==> src/rtl/core/escape_time_fractal_iterator_macros.svh <==
// Assertion macros for the escape-time fractal iterator.
// Used by the top level only; no other dependencies.
`ifndef ESCAPE_TIME_FRACTAL_ITERATOR_MACROS_SVH
`define ESCAPE_TIME_FRACTAL_ITERATOR_MACROS_SVH

`ifndef SYNTHESIS
// same-cycle implication
`define ETF_ASSERT_SAME(label, clk, rst_n, ante, cons) \
  label: assert property (@(posedge clk) disable iff (!rst_n) (ante) |-> (cons)) \
    else $error("etf assertion failed");
// next-cycle implication
`define ETF_ASSERT_NEXT(label, clk, rst_n, ante, cons) \
  label: assert property (@(posedge clk) disable iff (!rst_n) (ante) |=> (cons)) \
    else $error("etf assertion failed");
`else
`define ETF_ASSERT_SAME(label, clk, rst_n, ante, cons)
`define ETF_ASSERT_NEXT(label, clk, rst_n, ante, cons)
`endif

`endif

==> src/rtl/core/etf_pkg.sv <==
// Shared types and constants for the escape-time fractal iterator.
// No dependencies; imported by every module of the block.
`default_nettype none

package etf_pkg;

  // number formats
  localparam int COORD_W   = 32;
  localparam int FRAC_BITS = 28;
  localparam int ITER_BITS = 16;
  localparam int PROD_W    = 2 * COORD_W;

  // APB register map
  localparam int APB_DATA_W = 32;
  localparam int APB_ADDR_W = 4;
  localparam int REG_IDX_W  = 2;

  localparam logic [REG_IDX_W-1:0] REG_MODE      = 2'd0;
  localparam logic [REG_IDX_W-1:0] REG_SEED_REAL = 2'd1;
  localparam logic [REG_IDX_W-1:0] REG_SEED_IMAG = 2'd2;
  localparam logic [REG_IDX_W-1:0] REG_MAX_ITER  = 2'd3;

  typedef logic signed [COORD_W-1:0] coord_t;
  typedef logic signed [PROD_W-1:0]  prod_t;
  typedef logic [ITER_BITS-1:0]      iter_t;

  localparam iter_t MAX_ITER_RST = iter_t'(256);

  // fixed-point constants
  localparam coord_t Q_QUARTER = coord_t'(1) << (FRAC_BITS - 2);
  localparam coord_t Q_ONE     = coord_t'(1) << FRAC_BITS;
  localparam coord_t BOX_LO_X  = -(coord_t'(5) << (FRAC_BITS - 2));
  localparam coord_t BOX_HI_X  = coord_t'(3) << (FRAC_BITS - 3);
  localparam coord_t BOX_LIM_Y = coord_t'(3) << (FRAC_BITS - 2);
  localparam coord_t BOX_NEG_Y = -(coord_t'(3) << (FRAC_BITS - 2));
  localparam coord_t BULB_R2   = coord_t'(1) << (FRAC_BITS - 4);

  // |z|^2 limit of 4 at the scale of an exact product
  localparam logic [PROD_W-1:0] ESC_LIMIT =
    {{(PROD_W-1){1'b0}}, 1'b1} << (2 * FRAC_BITS + 2);

  typedef struct packed {
    logic   mode;
    coord_t seed_real;
    coord_t seed_imag;
    iter_t  max_iter;
  } cfg_t;

  typedef struct packed {
    coord_t point_x;
    coord_t point_y;
  } in_item_t;

  typedef struct packed {
    iter_t escape_count;
    logic  trapped;
  } out_item_t;

  typedef struct packed {
    logic idle;
    logic res_valid;
  } core_stat_t;

endpackage

`default_nettype wire

==> src/rtl/core/escape_time_fractal_iterator.sv <==
// Top level of the escape-time fractal iterator: handshake, result register.
// Depends on etf_pkg, etf_cfg, etf_core and the assertion macro header.
`default_nettype none

// Escape-time iterator for Mandelbrot (mode 0) and Julia (mode 1) sets in
// signed Q4.28. One point is in flight at a time; in_stall is high from
// acceptance until the result is handed to the output register, which then
// lets the next point in while the result waits. All arithmetic runs on one
// shared 32x32 multiplier: each iteration steps through x*x, y*y, x*y and
// the z update, with the |z|^2 > 4 check folded into the x*y step. Mandelbrot
// points first take a box test around the main cardioid and period-2 bulb,
// and a trap test when they lie in that box; a trapped point returns
// trapped=1 and escape_count=0. A finished result waits as long as the output
// register stays full and stalled.
module escape_time_fractal_iterator (
  input  wire logic                           clk,
  input  wire logic                           rst_n,
  // input channel
  input  wire logic                           in_valid,
  output logic                                in_stall,
  input  wire etf_pkg::in_item_t              in_data,
  // result channel
  output logic                                out_valid,
  input  wire logic                           out_stall,
  output etf_pkg::out_item_t                  out_data,
  // configuration
  input  wire logic                           psel,
  input  wire logic                           penable,
  input  wire logic                           pwrite,
  input  wire logic [etf_pkg::APB_ADDR_W-1:0] paddr,
  input  wire logic [etf_pkg::APB_DATA_W-1:0] pwdata,
  output logic      [etf_pkg::APB_DATA_W-1:0] prdata,
  output logic                                pready
);
  import etf_pkg::*;

`include "escape_time_fractal_iterator_macros.svh"

  cfg_t       cfg;
  core_stat_t stat;
  out_item_t  core_res;
  logic       start;
  logic       res_ready;
  logic       out_valid_r, out_valid_nxt;
  out_item_t  out_data_r, out_data_nxt;

  etf_cfg u_cfg (
    .clk     (clk),
    .rst_n   (rst_n),
    .psel    (psel),
    .penable (penable),
    .pwrite  (pwrite),
    .paddr   (paddr),
    .pwdata  (pwdata),
    .prdata  (prdata),
    .pready  (pready),
    .cfg     (cfg)
  );

  etf_core u_core (
    .clk       (clk),
    .rst_n     (rst_n),
    .cfg       (cfg),
    .start     (start),
    .item      (in_data),
    .res_ready (res_ready),
    .stat      (stat),
    .res       (core_res)
  );

  // input transaction
  assign in_stall = !stat.idle;
  assign start    = in_valid && !in_stall;

  // output register: loads when empty or being drained
  assign res_ready = !out_valid_r || !out_stall;

  always_comb begin
    out_valid_nxt = out_valid_r;
    out_data_nxt  = out_data_r;
    if (stat.res_valid && res_ready) begin
      out_valid_nxt = 1'b1;
      out_data_nxt  = core_res;
    end else if (!out_stall) begin
      out_valid_nxt = 1'b0;
    end
  end

  always_ff @(posedge clk) begin
    if (!rst_n) begin
      out_valid_r <= 1'b0;
    end else begin
      out_valid_r <= out_valid_nxt;
    end
  end

  always_ff @(posedge clk) begin
    out_data_r <= out_data_nxt;
  end

  assign out_valid = out_valid_r;
  assign out_data  = out_data_r;

  // checks
  `ETF_ASSERT_NEXT(a_busy_after_accept, clk, rst_n, in_valid && !in_stall, in_stall)
  `ETF_ASSERT_NEXT(a_result_held, clk, rst_n, stat.res_valid && !res_ready, stat.res_valid)
  `ETF_ASSERT_SAME(a_trap_no_count, clk, rst_n, stat.res_valid && core_res.trapped, core_res.escape_count == '0)

endmodule

`default_nettype wire

==> src/rtl/core/etf_mul.sv <==
// Shared signed multiplier with a registered full-width product.
// Depends on etf_pkg.
`default_nettype none

module etf_mul (
  input  wire logic           clk,
  input  wire etf_pkg::coord_t a,
  input  wire etf_pkg::coord_t b,
  output etf_pkg::prod_t      prod_r
);
  import etf_pkg::*;

  // exact product, registered
  always_ff @(posedge clk) begin
    prod_r <= prod_t'(a) * prod_t'(b);
  end

endmodule

`default_nettype wire

==> src/rtl/core/etf_core.sv <==
// Sequencer and datapath: trap test and z = z^2 + addend iteration on one
// shared multiplier. Depends on etf_pkg and etf_mul.
`default_nettype none

module etf_core (
  input  wire logic              clk,
  input  wire logic              rst_n,
  input  wire etf_pkg::cfg_t     cfg,
  input  wire logic              start,
  input  wire etf_pkg::in_item_t item,
  input  wire logic              res_ready,
  output etf_pkg::core_stat_t    stat,
  output etf_pkg::out_item_t     res
);
  import etf_pkg::*;

  typedef enum logic [12:0] {
    S_IDLE  = 13'b0_0000_0000_0001,
    S_BOX   = 13'b0_0000_0000_0010,
    S_TYY   = 13'b0_0000_0000_0100,
    S_TXM   = 13'b0_0000_0000_1000,
    S_TQ    = 13'b0_0000_0001_0000,
    S_TLHS  = 13'b0_0000_0010_0000,
    S_TCMP  = 13'b0_0000_0100_0000,
    S_TBULB = 13'b0_0000_1000_0000,
    S_XX    = 13'b0_0001_0000_0000,
    S_YY    = 13'b0_0010_0000_0000,
    S_XY    = 13'b0_0100_0000_0000,
    S_UPD   = 13'b0_1000_0000_0000,
    S_DONE  = 13'b1_0000_0000_0000
  } state_t;

  state_t    state_r, state_nxt;
  coord_t    x_r, x_nxt, y_r, y_nxt;
  coord_t    ax_r, ax_nxt, ay_r, ay_nxt;
  coord_t    cx_r, cx_nxt, cy_r, cy_nxt;
  coord_t    y2_r, y2_nxt, q_r, q_nxt;
  prod_t     xx_r, xx_nxt, yy_r, yy_nxt;
  iter_t     i_r, i_nxt;
  out_item_t res_r, res_nxt;

  coord_t mul_a, mul_b;
  prod_t  prod;
  coord_t prod_q, xx_q, yy_q;
  coord_t xm, x1, q_sum, r_sum, nx, ny;
  logic   in_box, escaped;
  logic [PROD_W:0] mag_sum;
  iter_t  iter_inc;
  logic   max_zero;

  etf_mul u_mul (
    .clk    (clk),
    .a      (mul_a),
    .b      (mul_b),
    .prod_r (prod)
  );

  // truncated products and helper sums
  assign prod_q   = prod[FRAC_BITS+COORD_W-1:FRAC_BITS];
  assign xx_q     = xx_r[FRAC_BITS+COORD_W-1:FRAC_BITS];
  assign yy_q     = yy_r[FRAC_BITS+COORD_W-1:FRAC_BITS];
  assign xm       = cx_r - Q_QUARTER;
  assign x1       = cx_r + Q_ONE;
  assign q_sum    = prod_q + y2_r;
  assign r_sum    = prod_q + y2_r;
  assign nx       = xx_q - yy_q + ax_r;
  assign ny       = (prod_q <<< 1) + ay_r;
  assign iter_inc = i_r + 1'b1;
  assign max_zero = (cfg.max_iter == '0);

  // box around cardioid and bulb; nothing wraps inside it
  assign in_box = (cx_r >= BOX_LO_X) && (cx_r <= BOX_HI_X) &&
                  (cy_r >= BOX_NEG_Y) && (cy_r <= BOX_LIM_Y);

  // exact |z|^2 > 4 from the two full squares
  assign mag_sum = {1'b0, xx_r} + {1'b0, prod};
  assign escaped = mag_sum > {1'b0, ESC_LIMIT};

  // multiplier operand select
  always_comb begin
    mul_a = x_r;
    mul_b = x_r;
    case (state_r)
      S_TYY: begin
        mul_a = cy_r;
        mul_b = cy_r;
      end
      S_TXM: begin
        mul_a = xm;
        mul_b = xm;
      end
      S_TLHS: begin
        mul_a = q_r;
        mul_b = q_r + xm;
      end
      S_TCMP: begin
        mul_a = x1;
        mul_b = x1;
      end
      S_YY: begin
        mul_a = y_r;
        mul_b = y_r;
      end
      S_XY: begin
        mul_a = x_r;
        mul_b = y_r;
      end
      default: begin
        mul_a = x_r;
        mul_b = x_r;
      end
    endcase
  end

  // sequencer
  always_comb begin
    state_nxt = state_r;
    x_nxt     = x_r;
    y_nxt     = y_r;
    ax_nxt    = ax_r;
    ay_nxt    = ay_r;
    cx_nxt    = cx_r;
    cy_nxt    = cy_r;
    y2_nxt    = y2_r;
    q_nxt     = q_r;
    xx_nxt    = xx_r;
    yy_nxt    = yy_r;
    i_nxt     = i_r;
    res_nxt   = res_r;
    case (state_r)
      S_IDLE: begin
        if (start) begin
          cx_nxt  = item.point_x;
          cy_nxt  = item.point_y;
          i_nxt   = '0;
          res_nxt = '0;
          if (!cfg.mode) begin
            x_nxt     = '0;
            y_nxt     = '0;
            ax_nxt    = item.point_x;
            ay_nxt    = item.point_y;
            state_nxt = S_BOX;
          end else begin
            x_nxt     = item.point_x;
            y_nxt     = item.point_y;
            ax_nxt    = cfg.seed_real;
            ay_nxt    = cfg.seed_imag;
            state_nxt = max_zero ? S_DONE : S_XX;
          end
        end
      end
      S_BOX: begin
        if (in_box) begin
          state_nxt = S_TYY;
        end else begin
          state_nxt = max_zero ? S_DONE : S_XX;
        end
      end
      S_TYY: state_nxt = S_TXM;
      S_TXM: begin
        y2_nxt    = prod_q;
        state_nxt = S_TQ;
      end
      S_TQ: begin
        q_nxt     = q_sum;
        state_nxt = S_TLHS;
      end
      S_TLHS: state_nxt = S_TCMP;
      // cardioid: q*(q+xm) < y^2/4
      S_TCMP: begin
        if (prod_q < (y2_r >>> 2)) begin
          res_nxt.trapped = 1'b1;
          state_nxt       = S_DONE;
        end else begin
          state_nxt = S_TBULB;
        end
      end
      // period-2 bulb: (x+1)^2 + y^2 < 1/16
      S_TBULB: begin
        if (r_sum < BULB_R2) begin
          res_nxt.trapped = 1'b1;
          state_nxt       = S_DONE;
        end else begin
          state_nxt = max_zero ? S_DONE : S_XX;
        end
      end
      S_XX: state_nxt = S_YY;
      S_YY: begin
        xx_nxt    = prod;
        state_nxt = S_XY;
      end
      S_XY: begin
        if (escaped) begin
          res_nxt.escape_count = iter_inc;
          i_nxt                = iter_inc;
          state_nxt            = S_DONE;
        end else begin
          yy_nxt    = prod;
          state_nxt = S_UPD;
        end
      end
      S_UPD: begin
        x_nxt = nx;
        y_nxt = ny;
        i_nxt = iter_inc;
        state_nxt = (iter_inc == cfg.max_iter) ? S_DONE : S_XX;
      end
      S_DONE: begin
        if (res_ready) begin
          state_nxt = S_IDLE;
        end
      end
      default: state_nxt = S_IDLE;
    endcase
  end

  // control state and iteration state
  always_ff @(posedge clk) begin
    if (!rst_n) begin
      state_r <= S_IDLE;
      x_r     <= '0;
      y_r     <= '0;
      i_r     <= '0;
    end else begin
      state_r <= state_nxt;
      x_r     <= x_nxt;
      y_r     <= y_nxt;
      i_r     <= i_nxt;
    end
  end

  // payload
  always_ff @(posedge clk) begin
    ax_r  <= ax_nxt;
    ay_r  <= ay_nxt;
    cx_r  <= cx_nxt;
    cy_r  <= cy_nxt;
    y2_r  <= y2_nxt;
    q_r   <= q_nxt;
    xx_r  <= xx_nxt;
    yy_r  <= yy_nxt;
    res_r <= res_nxt;
  end

  assign stat.idle      = (state_r == S_IDLE);
  assign stat.res_valid = (state_r == S_DONE);
  assign res            = res_r;

endmodule

`default_nettype wire

==> src/rtl/core/etf_cfg.sv <==
// APB configuration registers: mode, Julia seed and iteration limit.
// Depends on etf_pkg.
`default_nettype none

module etf_cfg (
  input  wire logic                               clk,
  input  wire logic                               rst_n,
  input  wire logic                               psel,
  input  wire logic                               penable,
  input  wire logic                               pwrite,
  input  wire logic [etf_pkg::APB_ADDR_W-1:0]     paddr,
  input  wire logic [etf_pkg::APB_DATA_W-1:0]     pwdata,
  output logic      [etf_pkg::APB_DATA_W-1:0]     prdata,
  output logic                                    pready,
  output etf_pkg::cfg_t                           cfg
);
  import etf_pkg::*;

  cfg_t cfg_r, cfg_nxt;
  logic [REG_IDX_W-1:0] reg_idx;
  logic wr_en;

  assign reg_idx = paddr[APB_ADDR_W-1:2];
  assign wr_en   = psel && penable && pwrite;
  assign pready  = 1'b1;

  // register write decode
  always_comb begin
    cfg_nxt = cfg_r;
    if (wr_en) begin
      case (reg_idx)
        REG_MODE:      cfg_nxt.mode      = pwdata[0];
        REG_SEED_REAL: cfg_nxt.seed_real = pwdata[COORD_W-1:0];
        REG_SEED_IMAG: cfg_nxt.seed_imag = pwdata[COORD_W-1:0];
        REG_MAX_ITER:  cfg_nxt.max_iter  = pwdata[ITER_BITS-1:0];
        default:       cfg_nxt = cfg_r;
      endcase
    end
  end

  always_ff @(posedge clk) begin
    if (!rst_n) begin
      cfg_r.mode      <= 1'b0;
      cfg_r.seed_real <= '0;
      cfg_r.seed_imag <= '0;
      cfg_r.max_iter  <= MAX_ITER_RST;
    end else begin
      cfg_r <= cfg_nxt;
    end
  end

  // read mux
  always_comb begin
    case (reg_idx)
      REG_MODE:      prdata = {{(APB_DATA_W-1){1'b0}}, cfg_r.mode};
      REG_SEED_REAL: prdata = cfg_r.seed_real;
      REG_SEED_IMAG: prdata = cfg_r.seed_imag;
      REG_MAX_ITER:  prdata = {{(APB_DATA_W-ITER_BITS){1'b0}}, cfg_r.max_iter};
      default:       prdata = '0;
    endcase
  end

  assign cfg = cfg_r;

endmodule

`default_nettype wire

==> config.mk <==
export PLATFORM = sky130hd
export DESIGN_NAME = escape_time_fractal_iterator
export DESIGN_NICKNAME = d
export VERILOG_FILES = /design/src/rtl/core/etf_pkg.sv /design/src/rtl/core/escape_time_fractal_iterator.sv /design/src/rtl/core/etf_mul.sv /design/src/rtl/core/etf_core.sv /design/src/rtl/core/etf_cfg.sv
export VERILOG_INCLUDE_DIRS = /design/src /design/src/rtl/core
export SDC_FILE = /design/constraint.sdc
export NUM_CORES = 2
export LEC_CHECK = 0
export BUFFER_PORTS_ARGS = -buffer_cell sky130_fd_sc_hd__buf_2
export CAP_MARGIN = 30
export CORE_ASPECT_RATIO = 1.5
export CORE_MARGIN = 4
export CORE_UTILIZATION = 60
export DETAILED_ROUTE_END_ITERATION = 10
export GPL_TIMING_DRIVEN = 0
export HOLD_SLACK_MARGIN = 0.12
export PLACE_DENSITY = 0.74
export SLEW_MARGIN = 40
export SYNTH_ARGS = -nofsm -noshare
export SYNTH_HDL_FRONTEND = slang
export SYNTH_HIERARCHICAL = 1
export SYNTH_SLANG_ARGS = --single-unit
==> constraint.sdc <==
create_clock -name clk -period 14.05 [get_ports clk]
set_input_delay 0.7025 -clock clk [delete_from_list [all_inputs] [get_ports clk]]
set_output_delay 0.7025 -clock clk [all_outputs]
set_load 0.1 [all_outputs]
* Word level (Yosys, flattened, before mapping) *
Index checks and enable logic that the tools add are counted.

operators by class
  $add $sub $neg = 9
  multipliers = 1
  order comparisons = 7
  equal/unequal tests = 23
  mux-type cells = 31
  bitwise gates (word level) = 1
  reduce and logical (&&, ||, !) cells = 29

operators by type and width
  cell                                                                                   count
  32-bit one-hot mux with 5 select lines                                                 2
  32-bit 2-to-1 mux                                                                      6
  13-bit one-hot mux with 13 select lines                                                1
  32-bit adder                                                                           4
  32-bit one-hot mux with 2 select lines                                                 2
  32-bit one-hot mux with 4 select lines                                                 1
  13-bit 2-to-1 mux                                                                      9
  64-bit by 64-bit adder with 65-bit output                                              1
  65-bit by 59-bit > comparator with 1-bit output, second input constant                 1
  32-bit by 32-bit multiplier with 64-bit output                                         1
  16-bit one-hot mux with 3 select lines                                                 1
  32-bit by 30-bit adder with 32-bit output, second input constant                       1
  32-bit by 29-bit greater-or-equal comparator with 1-bit output, second input constant  1
  32-bit by 30-bit greater-or-equal comparator with 1-bit output, second input constant  1
  32-bit by 28-bit <= comparator with 1-bit output, second input constant                1
  32-bit by 29-bit <= comparator with 1-bit output, second input constant                1
  32-bit by 26-bit < comparator with 1-bit output, second input constant                 1
  32-bit by 30-bit < comparator with 1-bit output                                        1
  16-bit 2-to-1 mux                                                                      2
  16-bit one-hot mux with 2 select lines                                                 1
  32-bit by 28-bit subtractor with 32-bit output, second input constant                  1
  32-bit subtractor                                                                      1
  17-bit 2-to-1 mux                                                                      1
  16-bit by 1-bit adder with 16-bit output, second input constant                        1
  other kinds (31)                                                                       58

word-level totals
  register bits = 589
  bits of input ports = 107
  output and inout bits = 52
  logic and storage cells = 123

* Depth between registers and ports, before layout *
  depth after elaboration = 6
  gate-level depth with buffers = 42
  gate-level depth less buffers = 41

* By module *
Netlist, hierarchy kept.

by module, submodules not included
  module                        times used  cells an instance  area an instance (sq um)  sequential area each (sq um)
  etf_mul                       1           3942               37623.6                   1281.2
  etf_core                      1           3085               28823.9                   11020.6
  etf_cfg                       1           363                3691.0                    1621.6
  escape_time_fractal_iterator  1           24                 561.8                     530.5

* Worst setup path before layout *
OpenSTA, ideal clock, no wires.

  kind = register -> register
  from = reg u_core.cx_r[0]
  to = reg u_core.u_mul.prod_r[60]
  library setup time = 122 ps
  arrival time = 10062 ps
  required time = 13928 ps
  slack = 3866 ps
  stages on the path, launching flop included = 41
  buffers on the path = 2
  period minus slack after synthesis = 10184 ps
  cells stage by stage = edfxtp_1 > ha_1 > fa_1 > a21o_1 > a21o_1 > a2111oi_0 > nor3_1 > o21ai_0 > a31oi_1 > a21oi_1 > o21a_1 > o21ai_0 > or4_1 > a31oi_1 > xor2_1 > o22ai_1 > clkbuf_1 > nand2_1 > [... 5 more ...] > fa_1 > fa_1 > fa_1 > inv_1 > fa_1 > inv_1 > ha_1 > buf_2 > a21oi_1 > nor2_1 > o31ai_1 > nand3_1 > nor4_2 > a211oi_1 > o2111ai_1 > and3b_2 > nor3_1 > a311o_1

on the way
  longest elaborated chain between the ends = 4
  elaborated cells on any way between the ends = 6
  classes of those cells = add/sub (3); mul (1); mux (2)

RTL lines
  element                                             line             RTL
  start: declaration                                  etf_core.sv:36   coord_t cx_r, cx_nxt, cy_r, cy_nxt;
  start signal: assignment                            etf_core.sv:236  cx_r <= cx_nxt;
  32-bit by 28-bit subtractor with 32-bit output      etf_core.sv:62   assign xm = cx_r - Q_QUARTER;
  32-bit adder                                        etf_core.sv:94   mul_b = q_r + xm;
  32-bit one-hot mux with 5 select lines (*)          etf_core.sv:83   case (state_r)
  net u_core.mul_b[28]                                etf_core.sv:42   coord_t mul_a, mul_b;
  32-bit by 32-bit multiplier with 64-bit output (*)  etf_mul.sv:15    prod_r <= prod_t'(a) * prod_t'(b);
  end signal: assignment                              etf_mul.sv:15
  end: declaration                                    etf_mul.sv:9     output etf_pkg::prod_t prod_r

The timed path passes the listed nets; every way through them passes the cells marked *.
A chain may end at the register's enable or synchronous reset.

* Worst setup path in the final report *
  from = reg u_core.q_r[1]
  to = reg u_core.u_mul.prod_r[60]

on the way
  longest elaborated chain between the ends = 3
  elaborated cells on any way between the ends = 4
  classes of those cells = add/sub (1); mul (1); mux (2)

RTL lines
  element                                         line             RTL
  start: declaration                              etf_core.sv:37   coord_t y2_r, y2_nxt, q_r, q_nxt;
  start signal: assignment                        etf_core.sv:239  q_r <= q_nxt;
  32-bit adder                                    etf_core.sv:94
  32-bit one-hot mux with 5 select lines          etf_core.sv:83
  net u_core.mul_b[31]                            etf_core.sv:42
  32-bit by 32-bit multiplier with 64-bit output  etf_mul.sv:15

The timed path passes the listed nets, and every way through them passes these cells.

==> run summary <==
Leak: 0.0353 uW
largest net degree at the start of global routing: 46
Worst-Margin Slew: 1.05 ns
CTS sink count: 561
nets: 9300
Slowest-stage cell, CP: fa_2
via/cell ratio: 6.61
status: finished with violations
pre-CTS setup slack: -0.265 ns
Hold Path Cell Cnt: 1
post-synth top area share: 0.316
maximum vdd drop: 114 uV
Yosys cell types: 115
Synthesis Warnings: 6
CP startpoint kind: flop
Initial Util: 0.602
largest family of logic cells by synthesized area: adder cells
Comb pwr share: 0.181
XOR/XNOR share of the synthesized area: 0.0297
Post-synth EDFFs: 322
HPWL after detailed placement: 253000 um
Layout area overhead: 8.27%
worst reg2reg path endpoint: u_core/u_mul/prod_r[60]
FF/Latch Area: 0.0145 mm2
Fmax: 71.1 MHz
worst path bufs/invs: 4
dominant cell type by area after synthesis: fa_1
pwr dens: 53.5 mW/mm2
CTS tree: done
part of the cycle the worst path needs: 1.00
Worst-path clk slew: 0.08 ns
simple-gate share of the synthesized area: 0.156
final hold vios: 0
min cycle time layout: 14.06 ns
most frequent cell after synthesis: inv_1
initial antenna violation count: 37
Net Sw Power: 1260 uW
Longest Clk Path Bufs: 3
Filler cells: 9590
Die Footprint: 0.124 mm2
largest stage delay on the critical path: 0.88 ns
CTS H-tree depth: 2
first-pass GRT wire length: 450000 um
clk_skew: 0.0408 ns
most used cell, CP: fa_1
r2r worst-path depth: 38
multi-input logic area: 0.0509 mm2
Final ANT Viol Nets: 0
Setup Buffers After CTS: 0
DRC viols: 0
first-iteration detailed-routing DRC count: 6839
WL/cell: 33.2 um
vias after detailed routing: 61700
hold_buf cts: 0
Max transition margin: 0.301
R2R Path Start: u_core/q_r[1]
max_cap viols: 0
Hold Startpoint: in_data[0]
syn_nets: 9048
mux cell area share after synthesis: 0.0258
Synth top cells by count: 1173 x inv_1, 1117 x fa_1, 868 x nand2_1
TritonCTS buffer count: 49
Hold EP: u_core/cy_r[0]
accumulated negative setup slack: -0.0143 ns
final wirelength: 310000 um
switching share of power: 0.309
PortBufs: 155
Overall Global Routing Usage: 0.512
compound-cell area share of the yosys netlist: 0.110
Critical Path AT: 14.55 ns
R2R setup slack: -0.01 ns
CP top delay family: adder cells
layout cell share with drive strength beyond 1: 0.0903
Avg Cell Area, Syn: 9.54 um2
total core area: 0.117 mm2
clock root buffer master: clkbuf_16
drt pass-1 iters: 10
DIE WIDTH: 288 um
Worst-Skew Late Latency: 0.67 ns
CP Capture Type: flop
Worst Hold Class: primary input to flop
Post-Syn Instances: 7414
GR Overflow Total: 0
crit path kind: flop to flop
Post-Synth Adder-Cell Area: 0.389
Util after Layout: 0.652
fin worst setup slack: -0.0143 ns
setup violators final: 1
Flop pwr share: 0.463
Req. time, crit path: 14.53 ns
Main synth FF type: edfxtp_1
WP depth: 38
Area contributors post-synth: fa_1 32%, edfxtp_1 14%, ha_1 7.3%
Critical Path Fanout Max: 10
fin. max-slew vios: 0
die height: 428 um
clock share of power: 0.357
mapped cell area: 0.0707 mm2
Post-synth ARST share: 0
# IOs: 159
Yosys reg bits: 561
post-synthesis sequential area ratio: 0.204
vias in the first global route: 64600
Final GP Congestion: 1.13
Std-Cell Rows: 154
violated checks: negative setup slack
Power Internal: 2830 uW
==> worst max path at each step <==
stage | start | to
2_1_floorplan | u_core/cx_r[0] | u_core/u_mul/prod_r[60]
3_3_place_gp | u_core/q_r[1] | u_core/u_mul/prod_r[62]
3_5_place_dp | u_core/q_r[1] | u_core/u_mul/prod_r[60]
4_1_cts | u_core/q_r[1] | u_core/u_mul/prod_r[60]
5_1_grt | u_core/cx_r[1] | u_core/u_mul/prod_r[60]
6_report | u_core/q_r[1] | u_core/u_mul/prod_r[60]
==> final cells by class <==
cell class / instances / share of cell area
diodes: 71 / 0.00232
plain buffers: 375 / 0.0232
clock buffers: 57 / 0.0167
clock inverters: 35 / 0.00534
inverters: 1174 / 0.0577
multi-input cells: 5303 / 0.665
flip-flops and latches: 561 / 0.189
well taps: 1560 / 0.0255
repair buffers: 202 / 0.0157
==> cells by family (layout without fill, tap and decap cells) <==
logic type,after synthesis,in the layout
AO/OA/AOI/OAI,1128,1128
XOR/XNOR,240,240
adder cells (fa/ha/maj),1527,1527
buffers and inverters,1550,1843
flip-flops,561,561
multiplexers,171,171
other,1,72
AND/OR/NAND/NOR,2236,2236
==> power groups by stage <==
| stage | Sequential, uW | Combinational, uW | Clock [uW] |
|---|---|---|---|
| after detailed placement | 1930 | 694 | 0 |
| final | 1900 | 741 | 1460 |
| after floorplan | 1910 | 440 | 0 |
| after global routing | 1900 | 774 | 1520 |
| after global placement | 1950 | 660 | 0 |
| after CTS | 1890 | 700 | 1470 |
==> flip-flops by register name, indices dropped and copies added (netlist names), 16 cells and up <==
register and flops:
out_data 17, u_cfg/cfg 81, u_core/ax_r 32, u_core/ay_r 32
u_core/cx_r 32, u_core/cy_r 32, u_core/i_r 16, u_core/q_r 32
u_core/res 17, u_core/u_mul/prod_r 64, u_core/x_r 32, u_core/xx_r 64
u_core/y2_r 32, u_core/y_r 32, u_core/yy_r 32
==> metal layers <==
metal | up-vias | GRT usage | wire, um | share of wire
li1 | 24700 | - | - | -
met1 | 30200 | 0.480 | 86500 | 0.28
met2 | 4578 | 0.803 | 143000 | 0.46
met3 | 2164 | 0.180 | 31700 | 0.10
met4 | 6 | 0.591 | 49400 | 0.16
met5 | - | 0.0171 | 163 | 0.00053
==> worst reg2reg max path, delay by kind of cell, from the launching register on <==
kind / cells / cell delay [ns]
fa+ha+maj: 10 / 4.91
xor+xnor: 1 / 0.14
flops: 1 / 0.52
compound gates: 15 / 4.87
simple gates: 8 / 1.85
buf+inv: 4 / 1.64
==> layout by cell type (no fill, tap or decap), types with 23 or more instances in the layout <==
cell,n
xnor2_1,151
o21ai_0,143
o21bai_1,31
a21oi_1,277
or3_1,29
a31oi_1,38
nand2b_1,37
inv_1,1172
ha_1,410
edfxtp_1,322
xor2_1,87
clkbuf_16,50
nand4_1,65
a22oi_1,62
a21o_1,113
buf_4,23
a211oi_1,44
nor2_1,304
and2_1,529
a311oi_1,48
a22o_1,34
nor3_1,65
mux2i_1,89
nand2_1,867
o21a_1,38
a21boi_0,24
clkbuf_2,121
fa_1,1113
and3_1,57
nor2b_1,29
dfxtp_1,232
nand3_1,127
clkbuf_1,202
diode_2,71
nor4_1,37
o211ai_1,29
mux2_2,81
a31oi_4,24
buf_2,210
==> timing repair <==
action,CTS,global route
gates resized for setup,3,5
pin swaps,0,0
setup endpoints to repair,3,7
==> per-stage QoR <==
step / instances / hold WS (ns) / total power [uW] / cell area (um2)
after floorplan: 7414 / 0.400 / 2350 / 70700
after global placement: 9129 / 0.404 / 2610 / 73400
after detailed placement: 9176 / 0.405 / 2620 / 74500
after CTS: 9268 / 0.255 / 4060 / 76200
after global routing: 9293 / 0.272 / 4200 / 76400
final: 9338 / 0.282 / 4100 / 76500
No activity file was read; power rests on OpenSTA's default activity.
